File: config.mk
export PLATFORM = sky130hd
export DESIGN_NAME = whitespace_token_splitter
export DESIGN_NICKNAME = d
export VERILOG_FILES = /design/src/rtl/wts_pkg.sv /design/src/rtl/whitespace_token_splitter.sv /design/src/rtl/wts_scan.sv /design/src/rtl/wts_position.sv
export SDC_FILE = /design/constraint.sdc
export NUM_CORES = 1
export LEC_CHECK = 0
export ABC_AREA = 0
export BUFFER_PORTS_ARGS = -buffer_cell sky130_fd_sc_hd__buf_2
export CORE_MARGIN = 5
export CORE_UTILIZATION = 35
export CTS_BUF_LIST = sky130_fd_sc_hd__clkbuf_2
export DETAILED_ROUTE_END_ITERATION = 8
export PLACE_DENSITY = 0.56
export SYNTH_ARGS = -nofsm -noshare
export SYNTH_HDL_FRONTEND = slang
export SYNTH_SLANG_ARGS = --single-unit
File: constraint.sdc
create_clock -name clk -period 3.37 [get_ports clk]
set_input_delay 0 -clock clk [delete_from_list [all_inputs] [get_ports clk]]
set_output_delay 0 -clock clk [all_outputs]
set_load 0.03 [all_outputs]
File: src/rtl/wts_pkg.sv
// shared constants, codes and types for the whitespace token splitter
package wts_pkg;

  localparam int BYTE_W            = 8;
  localparam int OUT_POS_W         = 16;
  localparam int POS_BITS_DEFAULT  = 16;

  // scan mode codes
  localparam logic [1:0] MODE_SKIP    = 2'd0;
  localparam logic [1:0] MODE_COMMENT = 2'd1;
  localparam logic [1:0] MODE_TOKEN   = 2'd2;
  localparam logic [1:0] MODE_QUOTED  = 2'd3;

  // byte class codes
  localparam logic [1:0] CLASS_SEP     = 2'd0;
  localparam logic [1:0] CLASS_COMMENT = 2'd1;
  localparam logic [1:0] CLASS_TOKEN   = 2'd2;

  localparam logic [BYTE_W-1:0] CHAR_HASH    = 8'h23;
  localparam logic [BYTE_W-1:0] CHAR_QUOTE   = 8'h22;
  localparam logic [BYTE_W-1:0] CHAR_NEWLINE = 8'h0a;
  localparam logic [BYTE_W-1:0] CHAR_TAB     = 8'h09;
  localparam logic [BYTE_W-1:0] CHAR_SPACE   = 8'h20;

  typedef struct packed {
    logic [1:0] byte_class;
    logic       token_start;
    logic       token_ended_before;
    logic       token_ends_here;
    logic       quote_unclosed;
  } scan_flags_t;

endpackage

File: src/rtl/whitespace_token_splitter.sv
// whitespace token splitter top level: input register, scan logic, result register
// mode and position update as a word moves from the input to the result register
// throughput: one word per cycle while the result register is free or being taken
// both stages advance together whenever the result register is free or being taken
// reset clears the mode to skipping, line and column to 1 and both stages to empty
// a word flagged last puts mode and position back to their reset values
module whitespace_token_splitter #(
  parameter int POSITION_BITS = wts_pkg::POS_BITS_DEFAULT
) (
  input  logic                              clk,
  input  logic                              rst_n,
  input  logic                              in_valid,
  output logic                              in_ready,
  input  logic [wts_pkg::BYTE_W-1:0]        in_text_byte,
  input  logic                              in_last_of_text,
  output logic                              out_valid,
  input  logic                              out_ready,
  output logic [wts_pkg::BYTE_W-1:0]        out_byte_out,
  output logic [1:0]                        out_byte_class,
  output logic                              out_token_start,
  output logic                              out_token_ended_before,
  output logic                              out_token_ends_here,
  output logic                              out_quote_unclosed,
  output logic [wts_pkg::OUT_POS_W-1:0]     out_line_number,
  output logic [wts_pkg::OUT_POS_W-1:0]     out_column_number
);

  localparam int PosW = (POSITION_BITS >= 16) ? 16 : POSITION_BITS;

  logic                       s1_valid_r;
  logic [wts_pkg::BYTE_W-1:0] s1_byte_r;
  logic                       s1_last_r;
  logic                       advance;
  logic                       step;
  wts_pkg::scan_flags_t       flags;
  logic [PosW-1:0]            pos_line;
  logic [PosW-1:0]            pos_column;

  logic                       out_valid_r;
  logic [wts_pkg::BYTE_W-1:0] out_byte_r;
  wts_pkg::scan_flags_t       out_flags_r;
  logic [wts_pkg::OUT_POS_W-1:0] out_line_r;
  logic [wts_pkg::OUT_POS_W-1:0] out_column_r;

  assign advance  = !out_valid_r || out_ready;
  assign in_ready = !s1_valid_r || advance;
  assign step     = s1_valid_r && advance;

  always_ff @(posedge clk) begin
    if (!rst_n) begin
      s1_valid_r <= 1'b0;
    end else if (in_ready) begin
      s1_valid_r <= in_valid;
    end
  end

  always_ff @(posedge clk) begin
    if (in_ready && in_valid) begin
      s1_byte_r <= in_text_byte;
      s1_last_r <= in_last_of_text;
    end
  end

  wts_scan u_scan (
    .clk          (clk),
    .rst_n        (rst_n),
    .step         (step),
    .text_byte    (s1_byte_r),
    .last_of_text (s1_last_r),
    .flags        (flags)
  );

  wts_position #(
    .POSITION_BITS (POSITION_BITS)
  ) u_position (
    .clk          (clk),
    .rst_n        (rst_n),
    .step         (step),
    .is_newline   (s1_byte_r == wts_pkg::CHAR_NEWLINE),
    .last_of_text (s1_last_r),
    .line         (pos_line),
    .column       (pos_column)
  );

  always_ff @(posedge clk) begin
    if (!rst_n) begin
      out_valid_r <= 1'b0;
    end else if (advance) begin
      out_valid_r <= s1_valid_r;
    end
  end

  always_ff @(posedge clk) begin
    if (step) begin
      out_byte_r   <= s1_byte_r;
      out_flags_r  <= flags;
      out_line_r   <= wts_pkg::OUT_POS_W'(pos_line);
      out_column_r <= wts_pkg::OUT_POS_W'(pos_column);
    end
  end

  assign out_valid              = out_valid_r;
  assign out_byte_out           = out_byte_r;
  assign out_byte_class         = out_flags_r.byte_class;
  assign out_token_start        = out_flags_r.token_start;
  assign out_token_ended_before = out_flags_r.token_ended_before;
  assign out_token_ends_here    = out_flags_r.token_ends_here;
  assign out_quote_unclosed     = out_flags_r.quote_unclosed;
  assign out_line_number        = out_line_r;
  assign out_column_number      = out_column_r;

`ifndef SYNTH
  a_unclosed_is_open_token: assert property (@(posedge clk) disable iff (!rst_n)
    out_valid_r && out_flags_r.quote_unclosed |-> out_flags_r.token_ends_here)
    else $error("unclosed quote reported without an open token");

  a_start_is_token: assert property (@(posedge clk) disable iff (!rst_n)
    out_valid_r && out_flags_r.token_start |-> out_flags_r.byte_class == wts_pkg::CLASS_TOKEN)
    else $error("token start on a byte not classed as token");

  a_ended_not_token: assert property (@(posedge clk) disable iff (!rst_n)
    out_valid_r && out_flags_r.token_ended_before |->
      out_flags_r.byte_class != wts_pkg::CLASS_TOKEN)
    else $error("token end marked on a token byte");

  a_last_resets_position: assert property (@(posedge clk) disable iff (!rst_n)
    step && s1_last_r |=> pos_line == PosW'(1) && pos_column == PosW'(1))
    else $error("position not back to 1 after last byte");
`endif

endmodule

File: src/rtl/wts_scan.sv
// scan mode state machine and per-byte classification
module wts_scan (
  input  logic                          clk,
  input  logic                          rst_n,
  input  logic                          step,
  input  logic [wts_pkg::BYTE_W-1:0]    text_byte,
  input  logic                          last_of_text,
  output wts_pkg::scan_flags_t          flags
);

  logic [1:0] mode_r;
  logic [1:0] mode_nxt;
  logic [1:0] mode_calc;
  logic       is_sep;
  logic       is_hash;
  logic       is_quote;

  assign is_sep   = (text_byte == wts_pkg::CHAR_SPACE) || (text_byte == wts_pkg::CHAR_TAB) ||
                    (text_byte == wts_pkg::CHAR_NEWLINE);
  assign is_hash  = (text_byte == wts_pkg::CHAR_HASH);
  assign is_quote = (text_byte == wts_pkg::CHAR_QUOTE);

  always_comb begin
    flags     = '0;
    mode_calc = mode_r;
    case (mode_r)
      wts_pkg::MODE_SKIP: begin
        if (is_hash) begin
          flags.byte_class = wts_pkg::CLASS_COMMENT;
          mode_calc        = wts_pkg::MODE_COMMENT;
        end else if (is_sep) begin
          flags.byte_class = wts_pkg::CLASS_SEP;
        end else begin
          flags.byte_class  = wts_pkg::CLASS_TOKEN;
          flags.token_start = 1'b1;
          mode_calc         = is_quote ? wts_pkg::MODE_QUOTED : wts_pkg::MODE_TOKEN;
        end
      end
      wts_pkg::MODE_COMMENT: begin
        flags.byte_class = wts_pkg::CLASS_COMMENT;
        if (text_byte == wts_pkg::CHAR_NEWLINE) begin
          mode_calc = wts_pkg::MODE_SKIP;
        end
      end
      wts_pkg::MODE_TOKEN: begin
        if (is_hash) begin
          flags.byte_class         = wts_pkg::CLASS_COMMENT;
          flags.token_ended_before = 1'b1;
          mode_calc                = wts_pkg::MODE_COMMENT;
        end else if (is_sep) begin
          flags.byte_class         = wts_pkg::CLASS_SEP;
          flags.token_ended_before = 1'b1;
          mode_calc                = wts_pkg::MODE_SKIP;
        end else begin
          flags.byte_class = wts_pkg::CLASS_TOKEN;
          if (is_quote) begin
            mode_calc = wts_pkg::MODE_QUOTED;
          end
        end
      end
      default: begin
        flags.byte_class = wts_pkg::CLASS_TOKEN;
        if (is_quote) begin
          mode_calc = wts_pkg::MODE_TOKEN;
        end
      end
    endcase
    if (last_of_text) begin
      flags.token_ends_here = (mode_calc == wts_pkg::MODE_TOKEN) ||
                              (mode_calc == wts_pkg::MODE_QUOTED);
      flags.quote_unclosed  = (mode_calc == wts_pkg::MODE_QUOTED);
    end
  end

  // end of text drops back to skipping for the next text
  assign mode_nxt = last_of_text ? wts_pkg::MODE_SKIP : mode_calc;

  always_ff @(posedge clk) begin
    if (!rst_n) begin
      mode_r <= wts_pkg::MODE_SKIP;
    end else if (step) begin
      mode_r <= mode_nxt;
    end
  end

endmodule

File: src/rtl/wts_position.sv
// saturating line and column counters
module wts_position #(
  parameter int POSITION_BITS = wts_pkg::POS_BITS_DEFAULT
) (
  input  logic                                                clk,
  input  logic                                                rst_n,
  input  logic                                                step,
  input  logic                                                is_newline,
  input  logic                                                last_of_text,
  output logic [((POSITION_BITS >= 16) ? 16 : POSITION_BITS)-1:0] line,
  output logic [((POSITION_BITS >= 16) ? 16 : POSITION_BITS)-1:0] column
);

  localparam int PosW = (POSITION_BITS >= 16) ? 16 : POSITION_BITS;

  logic [PosW-1:0] line_r;
  logic [PosW-1:0] line_nxt;
  logic [PosW-1:0] column_r;
  logic [PosW-1:0] column_nxt;
  logic [PosW-1:0] line_inc;
  logic [PosW-1:0] column_inc;

  // limit is all ones at this width
  assign line_inc   = (&line_r)   ? line_r   : line_r + 1'b1;
  assign column_inc = (&column_r) ? column_r : column_r + 1'b1;

  always_comb begin
    line_nxt   = line_r;
    column_nxt = column_inc;
    if (last_of_text) begin
      line_nxt   = PosW'(1);
      column_nxt = PosW'(1);
    end else if (is_newline) begin
      line_nxt   = line_inc;
      column_nxt = PosW'(1);
    end
  end

  always_ff @(posedge clk) begin
    if (!rst_n) begin
      line_r   <= PosW'(1);
      column_r <= PosW'(1);
    end else if (step) begin
      line_r   <= line_nxt;
      column_r <= column_nxt;
    end
  end

  assign line   = line_r;
  assign column = column_r;

endmodule

==> flow_summary.toml, run 1 <==
[sta]
fin_crit_sh_pct = 68.7
fin_crit_ps = 2320
hold_violations = 0
max-slew-margin-rel_pct = 56.3
fmax_mhz = 432
rsz0062_at_grt = "false"
worst_slew_pin_slew_ps = 652
final-setup-viol-count = 0
fin_setup_tns_ps = 0
drv_slew = 0
hold_slack_ps = 184
skew_ps = 28.5

[cts]
cts_sinks = 91
insertion_delay_ps = 530
clk_pin_slew_worst_paths_ps = 220
post_cts_resized = 0
htree_num_levels = 3
cts.hold.buffers_added = 14
cts_buffer_depth = 2
cts_made_buffers = 9
cts_tree = "done"
post_cts_buffers = 0
root_buffer = "clkbuf_2"

[synthesis]
ys_types = 46
synth_warnings = 0
synth_edf_count = 55
synthArstFlopShare_pct = 0
synthesis.nets = 314
ys_top_cells_by_area = "edfxtp_1 46%, dfxtp_1 20%, a21oi_1 3.2%"
avgSynthCellArea_um2 = 12.0
synth_cells = 299
netlist_area_um2 = 3600
netlist.area_leader.share_pct = 45.9
yosysSeqAreaShare_pct = 65.9
synth_seq_cells = 91
synth_flop_cell = "edfxtp_1"
synth_top_area_cell = "edfxtp_1"

[worst_hold_path]
min_path_cells = 2
holdCritStartpoint = "in_text_byte[6]"
hp-class = "in2reg"
hold_end = "s1_byte_r[6]$_DFFE_PP_"

[placement]
portBuffers = 60
gp_congestion = 0.770
dp_hpwl_mm = 5.01

[floorplanning]
rows = 37
chipWidth_um = 111
dieHeight_um = 111
core_um2 = 10200
io_pins = 61
die_area_um2 = 12400
start_util_pct = 35.3

[cells_and_area]
drive_gt1_share_pct = 22.3
syn_to_final_growth_pct = 20.4
layout.nets = 395
post-route-util_pct = 42.5
final.fill_count = 988
diodes = 0

[global_routing]
grt_pass1_vias = 2438
antenna_found_initial = 0
grt_pass1_wl_mm = 12.4
grt_max_degree = 31
grt_usage_pct = 12.4
gr-total-overflow = 0
busiest_layer = "met2"
global_route.usage.met2_pct = 20.5
grt.met1_usage_pct = 15.4
grtUsageMet3_pct = 3.70

[detailed_routing]
ant_nets = 0
drtIter0Drc = 62
firstDrtPassIters = 4
wl_mm = 7.43
routedWlPerCell_um = 14.3
dr_total_vias = 2522
vias_per_cell = 4.84
drc = 0

[power_and_ir_drop]
power_uw = 2000
power.leakage_uw = 0.00148
power_density_nw_per_um2 = 462
ir_worst_vdd_mv = 0.206

[critical_path]
crit_arrival_ps = 2790
path_max_fanout = 22
path_class = "reg2reg"
reg2reg_slack_ps = 1050
regToRegStartpoint = "out_valid$_SDFFE_PN0P_"
cp-end-kind = "flip-flop"
reg2reg_depth = 7
cp.required_ps = 3840
startpoint_type = "flip-flop"
startpoint = "out_valid$_SDFFE_PN0P_"
r2r_end = "u_position.line[5]$_SDFFE_PN0P_"

[status]
status = "finished, final reports clean"

[job]
drv_cap = 0
==> how the worst max path moves through the flow <==
stage | depth (start not counted) | to | slack [ps]
5_1_grt | 7 | u_position.line[5]$_SDFFE_PN0P_ | 870
4_1_cts | 7 | u_position.line[5]$_SDFFE_PN0P_ | 1030
6_report | 7 | u_position.line[5]$_SDFFE_PN0P_ | 1050
3_3_place_gp | 7 | u_position.line[5]$_SDFFE_PN0P_ | 1220
2_1_floorplan | 7 | u_position.line[8]$_SDFFE_PN0P_ | 760
3_5_place_dp | 7 | u_position.line[5]$_SDFFE_PN0P_ | 1100
==> routing by layer <==
metal,share of wire [%],vias to the layer above
li1,-,1294
met1,45,1177
met2,49,44
met3,4.8,7
met4,1.2,0
met5,0,-
==> registers in the layout, indices dropped and copies added, names as in the netlist <==
register	flops
out_column_number	16
out_token_start	1
out_line_number	16
out_byte_out	8
out_token_ends_here	1
s1_valid_r	1
out_token_ended_before	1
u_position.column	16
u_scan.mode_r	2
s1_byte_r	8
u_position.line	16
out_valid	1
out_quote_unclosed	1
out_byte_class	2
s1_last_r	1
==> metrics by stage <==
stage,cells,area [um^2],setup WS [ps]
final,521,4330,1050
after global routing,521,4330,866
after CTS,521,4330,1030
after detailed placement,491,4060,1100
after global placement,491,4060,1220
after floorplan,299,3600,758
==> logic make-up after synthesis <==
logic type / synth area share (%)
AOI/OAI and AO/OA: 10.7
and+or+nand+nor: 18.7
xor gates and xnor gates: 1.46
buffers and inverters: 1.77
DFF: 65.9
muxes: 0.834
adders and majority gates: 0.695
==> cell type report <==
| class | count | area [um^2] | area share [%] |
|---|---|---|---|
| Clock inverter | 6 | 80.1 | 1.85 |
| Sequential cell | 91 | 2370 | 54.8 |
| Multi-Input combinational cell | 192 | 1160 | 26.9 |
| Clock buffer | 10 | 50.0 | 1.16 |
| Tap cell | 136 | 170 | 3.93 |
| Timing Repair Buffer | 77 | 463 | 10.7 |
| Inverter | 9 | 33.8 | 0.780 |
==> critical path, cell delays in order, from the launching register on <==
cell      delay [ps]
dfxtp_1          370
nand2b_1         100
nand2_1          290
inv_2            510
o211ai_1         160
buf_4            220
or4_1            480
a21oi_1          150
==> cells in the mapped netlist, types with 6 or more instances <==
cell       n
dfxtp_1   36
nand3_1    9
nor2_1    18
edfxtp_1  55
nand2_1   21
nor2b_1    6
a21oi_1   23
nor3_1     8
nand4_1   11
or3_1     15
inv_1      9
o21ai_0   22
==> power breakdown <==
group	total, uW	switching (uW)	internal, uW	leakage (uW)
Sequential	1240	24.5	1220	0.000794
Clock	589	346	243	0.0000786
Combinational	166	113	53.6	0.000604
Total	2000	483	1520	0.00148
==> cells in the final DEF (no fill, tap or decap), types with 3 or more instances in the layout <==
cell type | netlist | routed
inv_1 | 9 | 8
o21ai_0 | 22 | 22
or3_1 | 15 | 15
o31ai_1 | 3 | 3
a21boi_0 | 4 | 4
edfxtp_1 | 55 | 55
xnor2_1 | 3 | 3
nand2_1 | 21 | 21
clkinv_1 | 0 | 3
nor2b_1 | 6 | 6
nor3_1 | 8 | 8
xor2_1 | 3 | 3
nand4_1 | 11 | 11
nor3b_1 | 4 | 4
nor4_1 | 4 | 4
clkbuf_2 | 1 | 10
nor2_1 | 18 | 18
or4_1 | 3 | 3
dlygate4sd3_1 | 0 | 14
buf_2 | 2 | 60
mux2i_1 | 3 | 3
buf_4 | 0 | 3
a32o_1 | 3 | 3
dfxtp_1 | 36 | 36
and3_1 | 4 | 4
nand3_1 | 9 | 9
a21oi_1 | 23 | 23
(Power assumes the default switching activity.)
==> run 2, diff against run 1 <==
==> constraint.sdc (replaced) <==
create_clock -name clk -period 2.35 [get_ports clk]
set_input_delay 0 -clock clk [delete_from_list [all_inputs] [get_ports clk]]
set_output_delay 0 -clock clk [all_outputs]
set_load 0.03 [all_outputs]
==> flow_summary.toml, run 2 (same netlist as run 1, synthesis figures left out) <==
[sta]
hold_slack_ps = 142
drv_slew = 0
max-slew-margin-rel_pct = 60.2
worst_slew_pin_slew_ps = 593
fin_crit_sh_pct = 89.8
skew_ps = 46.1
hold_violations = 0
fin_crit_ps = 2110
rsz0062_at_grt = "false"
final-setup-viol-count = 0
fmax_mhz = 474
setup_ws_ps = 239
fin_setup_tns_ps = 0

[worst_hold_path]
min_path_cells = 2
hp-class = "in2reg"

[power_and_ir_drop]
power_density_nw_per_um2 = 618
power.leakage_uw = 0.00149
ir_worst_vdd_mv = 0.219

[critical_path]
crit_arrival_ps = 2570
slowest_stage = "or4_1"
path_max_fanout = 4
cp_num_cells = 5
reg2reg_depth = 5
critPathBufInv = 0
cp-end-kind = "flip-flop"
path_class = "reg2reg"
crit_family = "simple AND/OR/NAND/NOR gates"
worstPathCellList = "or4_1, nor3b_1, nor2_1, a211oi_1, and3_1"
max_stage_delay_ps = 620
cp.required_ps = 2810
startpoint_type = "flip-flop"

[global_routing]
gr-total-overflow = 0
antenna_found_initial = 0
grt_usage_pct = 12.9
grt_max_degree = 27
grt_pass1_wl_mm = 12.8
grt_pass1_vias = 2624

[detailed_routing]
dr_total_vias = 2606
drtIter0Drc = 80
routedWlPerCell_um = 14.4
ant_nets = 0
drc = 0
firstDrtPassIters = 4
vias_per_cell = 4.94
wl_mm = 7.61

[cells_and_area]
seq_area_um2 = 2370
drive_gt1_share_pct = 23.8
final_common_cell = "buf_2"
syn_to_final_growth_pct = 20.3
diodes = 0
multiInputGateArea_um2 = 1160
final.fill_count = 981
fin_cells = 527
final_cell_mix = "60 x buf_2, 55 x edfxtp_1, 36 x dfxtp_1, 23 x a21oi_1, 22 x o21ai_0"
layout.nets = 401

[job]
drv_cap = 0

[floorplanning]
chipWidth_um = 111
dieHeight_um = 111
io_pins = 61
die_area_um2 = 12400
start_util_pct = 35.3
rows = 37
core_um2 = 10200

[placement]
dp_hpwl_mm = 5.19
gp_congestion = 0.789
dp_slack_ps = 275
portBuffers = 60
place_inst = 497

[cts]
insertion_delay_ps = 590
cts_buffer_depth = 2
clk_pin_slew_worst_paths_ps = 220
cts_made_buffers = 9
root_buffer = "clkbuf_2"
htree_num_levels = 3
cts_sinks = 91
cts_tree = "done"
post_cts_resized = 0

[status]
status = "finished, final reports clean"
==> run 2: cell types whose count changed in the layout (fill, tap and decap cells not counted), sizes merged <==
cell / delta
buf: +6
inv: +1
clkbuf: +2
clkinv: -2
clkinvlp: +1
bufinv: -2
==> run 2: area by class of cell <==
class                           instances  share of cell area [%]
Multi-Input combinational cell        192                    26.9
Inverter                                9                   0.867
Sequential cell                        91                    54.8
Clock inverter                          4                   0.405
Clock buffer                           12                    1.39
Timing Repair Buffer                   83                    11.7
Tap cell                              136                    3.93
==> run 2: path summary, 6_finish.rpt <==
path | end | slack [ps] | start
setup reg to reg | out_quote_unclosed$_SDFFCE_PN0P_ | 240 | s1_byte_r[4]$_DFFE_PP_
hold / removal | s1_byte_r[3]$_DFFE_PP_ | 140 | in_text_byte[3]
hold reg to reg | out_line_number[5]$_DFFE_PP_ | 500 | u_position.line[5]$_SDFFE_PN0P_
setup / recovery | out_quote_unclosed$_SDFFCE_PN0P_ | 240 | s1_byte_r[4]$_DFFE_PP_
==> run 2: routing by layer <==
| layer | global-route usage [%] | vias to the layer above | wire, um |
|---|---|---|---|
| met5 | 0 | - | 0 |
| met4 | 5.43 | 0 | 167 |
| met3 | 4.13 | 13 | 336 |
| met2 | 21.8 | 51 | 3730 |
| met1 | 15.2 | 1235 | 3370 |
| li1 | - | 1307 | - |
==> run 2: through the flow <==
stage / power (uW) / instance area [um^2] / utilization [%]
3_5_place_dp: 2050 / 4110 / 40.4
3_3_place_gp: 2040 / 4110 / 40.4
5_1_grt: 2810 / 4330 / 42.5
4_1_cts: 2710 / 4330 / 42.5
6_report: 2680 / 4330 / 42.5
2_1_floorplan: 1960 / 3600 / -
==> run 2: worst reg2reg max path: stages, from the launching register on <==
cell	delay, ps
edfxtp_1	460
or4_1	620
nor3b_1	370
nor2_1	80
a211oi_1	290
and3_1	190
==> run 2: repair_timing <==
item / 4_1_cts / 5_1_grt
buffers inserted: 0 / 0
endpoints found under the hold margin: 45 / 0
hold buffers: 14 / 0
==> run 2: power breakdown <==
part	total, uW	internal [uW]	switching, uW
registers	1780	1750	32.7
clock network	650	145	505
logic	244	81.1	163
total	2680	1970	701
==> run 3, diff against run 2 <==
--- a/config.mk
+++ b/config.mk
@@ -11,7 +11,7 @@
 export CORE_UTILIZATION = 35
 export CTS_BUF_LIST = sky130_fd_sc_hd__clkbuf_2
 export DETAILED_ROUTE_END_ITERATION = 8
-export PLACE_DENSITY = 0.56
+export PLACE_DENSITY = 0.63
 export SYNTH_ARGS = -nofsm -noshare
 export SYNTH_HDL_FRONTEND = slang
 export SYNTH_SLANG_ARGS = --single-unit
==> flow_summary.toml, run 3 (same netlist as run 1, synthesis figures left out) <==
[global_routing]
grt_usage_pct = 12.2
grt_pass1_wl_mm = 12.1
gr-total-overflow = 0
grt_max_degree = 51
grt_pass1_vias = 2549
antenna_found_initial = 0

[detailed_routing]
drc = 0
firstDrtPassIters = 4
routedWlPerCell_um = 13.8
vias_per_cell = 4.95
ant_nets = 0
wl_mm = 7.28
drtIter0Drc = 124
dr_total_vias = 2606

[cells_and_area]
syn_to_final_growth_pct = 20.3
post-route-util_pct = 42.5
layout.nets = 399
final_common_cell = "buf_2"
final.fill_count = 1009
drive_gt1_share_pct = 23.4
final_cell_mix = "60 x buf_2, 55 x edfxtp_1, 36 x dfxtp_1, 23 x a21oi_1, 22 x o21ai_0"
seq_area_um2 = 2370
stdcell_area_um2 = 4330
multiInputGateArea_um2 = 1160

[floorplanning]
start_util_pct = 35.3
chipWidth_um = 111
io_pins = 61
rows = 37
dieHeight_um = 111
core_um2 = 10200
die_area_um2 = 12400

[placement]
place_area_um2 = 4110
portBuffers = 60
gp_congestion = 0.838
dp_slack_ps = 287
dp_hpwl_mm = 4.97

[cts]
cts_sinks = 91
cts.hold.buffers_added = 14
cts_made_buffers = 9
cts_buffer_depth = 2
htree_num_levels = 3
post_cts_resized = 0
clk_pin_slew_worst_paths_ps = 200
cts_tree = "done"
post_cts_buffers = 0
insertion_delay_ps = 540
root_buffer = "clkbuf_2"

[sta]
setup_ws_ps = 232
final-setup-viol-count = 0
max-slew-margin-rel_pct = 56.3
fin_setup_tns_ps = 0
worst_slew_pin_slew_ps = 652
hold_violations = 0
drv_slew = 0
fmax_mhz = 472
fin_crit_sh_pct = 90.1
hold_slack_ps = 169
rsz0062_at_grt = "false"
fin_crit_ps = 2120
skew_ps = 31.6

[power_and_ir_drop]
power_density_nw_per_um2 = 611
ir_worst_vdd_mv = 0.187
power.leakage_uw = 0.00148

[critical_path]
path_class = "reg2reg"
startpoint = "s1_byte_r[4]$_DFFE_PP_"
cp-end-kind = "flip-flop"
crit_arrival_ps = 2530
regToRegStartpoint = "s1_byte_r[4]$_DFFE_PP_"
path_max_fanout = 4
startpoint_type = "flip-flop"
cp.required_ps = 2760

[worst_hold_path]
hp-class = "in2reg"
holdCritStartpoint = "in_text_byte[2]"

[status]
status = "finished, final reports clean"

[job]
drv_cap = 0
-- run 3: cell count changes in the layout (fill, tap and decap cells not counted) --
cell	delta
buf_12	+1
buf_4	-3
clkinv_2	+2
diode_2	+1
inv_2	-1
inv_4	-1
-- run 3: path summary, 6_finish.rpt --
kind                                                    endpoint  slack [ps]  cells past startpoint
worst min-delay path                      s1_byte_r[2]$_DFFE_PP_         170                      2
worst min register to register      out_line_number[9]$_DFFE_PP_         520                      0
worst max-delay path            out_quote_unclosed$_SDFFCE_PN0P_         230                      5
worst max register to register  out_quote_unclosed$_SDFFCE_PN0P_         230                      5
-- run 3: final cells by class --
class / instances / share of cell area, %
Multi-Input combinational cell: 192 / 26.9
Inverter: 9 / 0.867
Clock inverter: 4 / 0.405
Clock buffer: 12 / 1.39
Sequential cell: 91 / 54.8
Tap cell: 136 / 3.93
Timing Repair Buffer: 81 / 11.7
Antenna cell: 1 / 0.0578
-- run 3: through the flow --
| step | std cells | power, uW |
|---|---|---|
| global route | 525 | 2770 |
| floorplan | 299 | 1960 |
| global placement | 495 | 2040 |
| detailed placement | 495 | 2050 |
| CTS | 525 | 2680 |
| finish | 526 | 2650 |
-- run 3: critical path, stage by stage, from the launching register on --
cell and delay, ps:
edfxtp_1 460, or4_1 620, nor3b_1 350, nor2_1 80, a211oi_1 290, and3_1 200
-- run 3: power by group --
| group | switching [uW] | total [uW] | internal [uW] |
|---|---|---|---|
| Combinational | 162 | 244 | 81.7 |
| Clock | 475 | 618 | 143 |
| Sequential | 35.3 | 1780 | 1750 |
-- run 3: per-layer routing --
metal | part of all wire (%) | GRT usage [%] | routed length (um)
met5 | 0 | 0 | 0
met4 | 3.4 | 6.97 | 244
met2 | 48 | 19.6 | 3530
met3 | 5.2 | 3.70 | 377
met1 | 43 | 14.4 | 3130
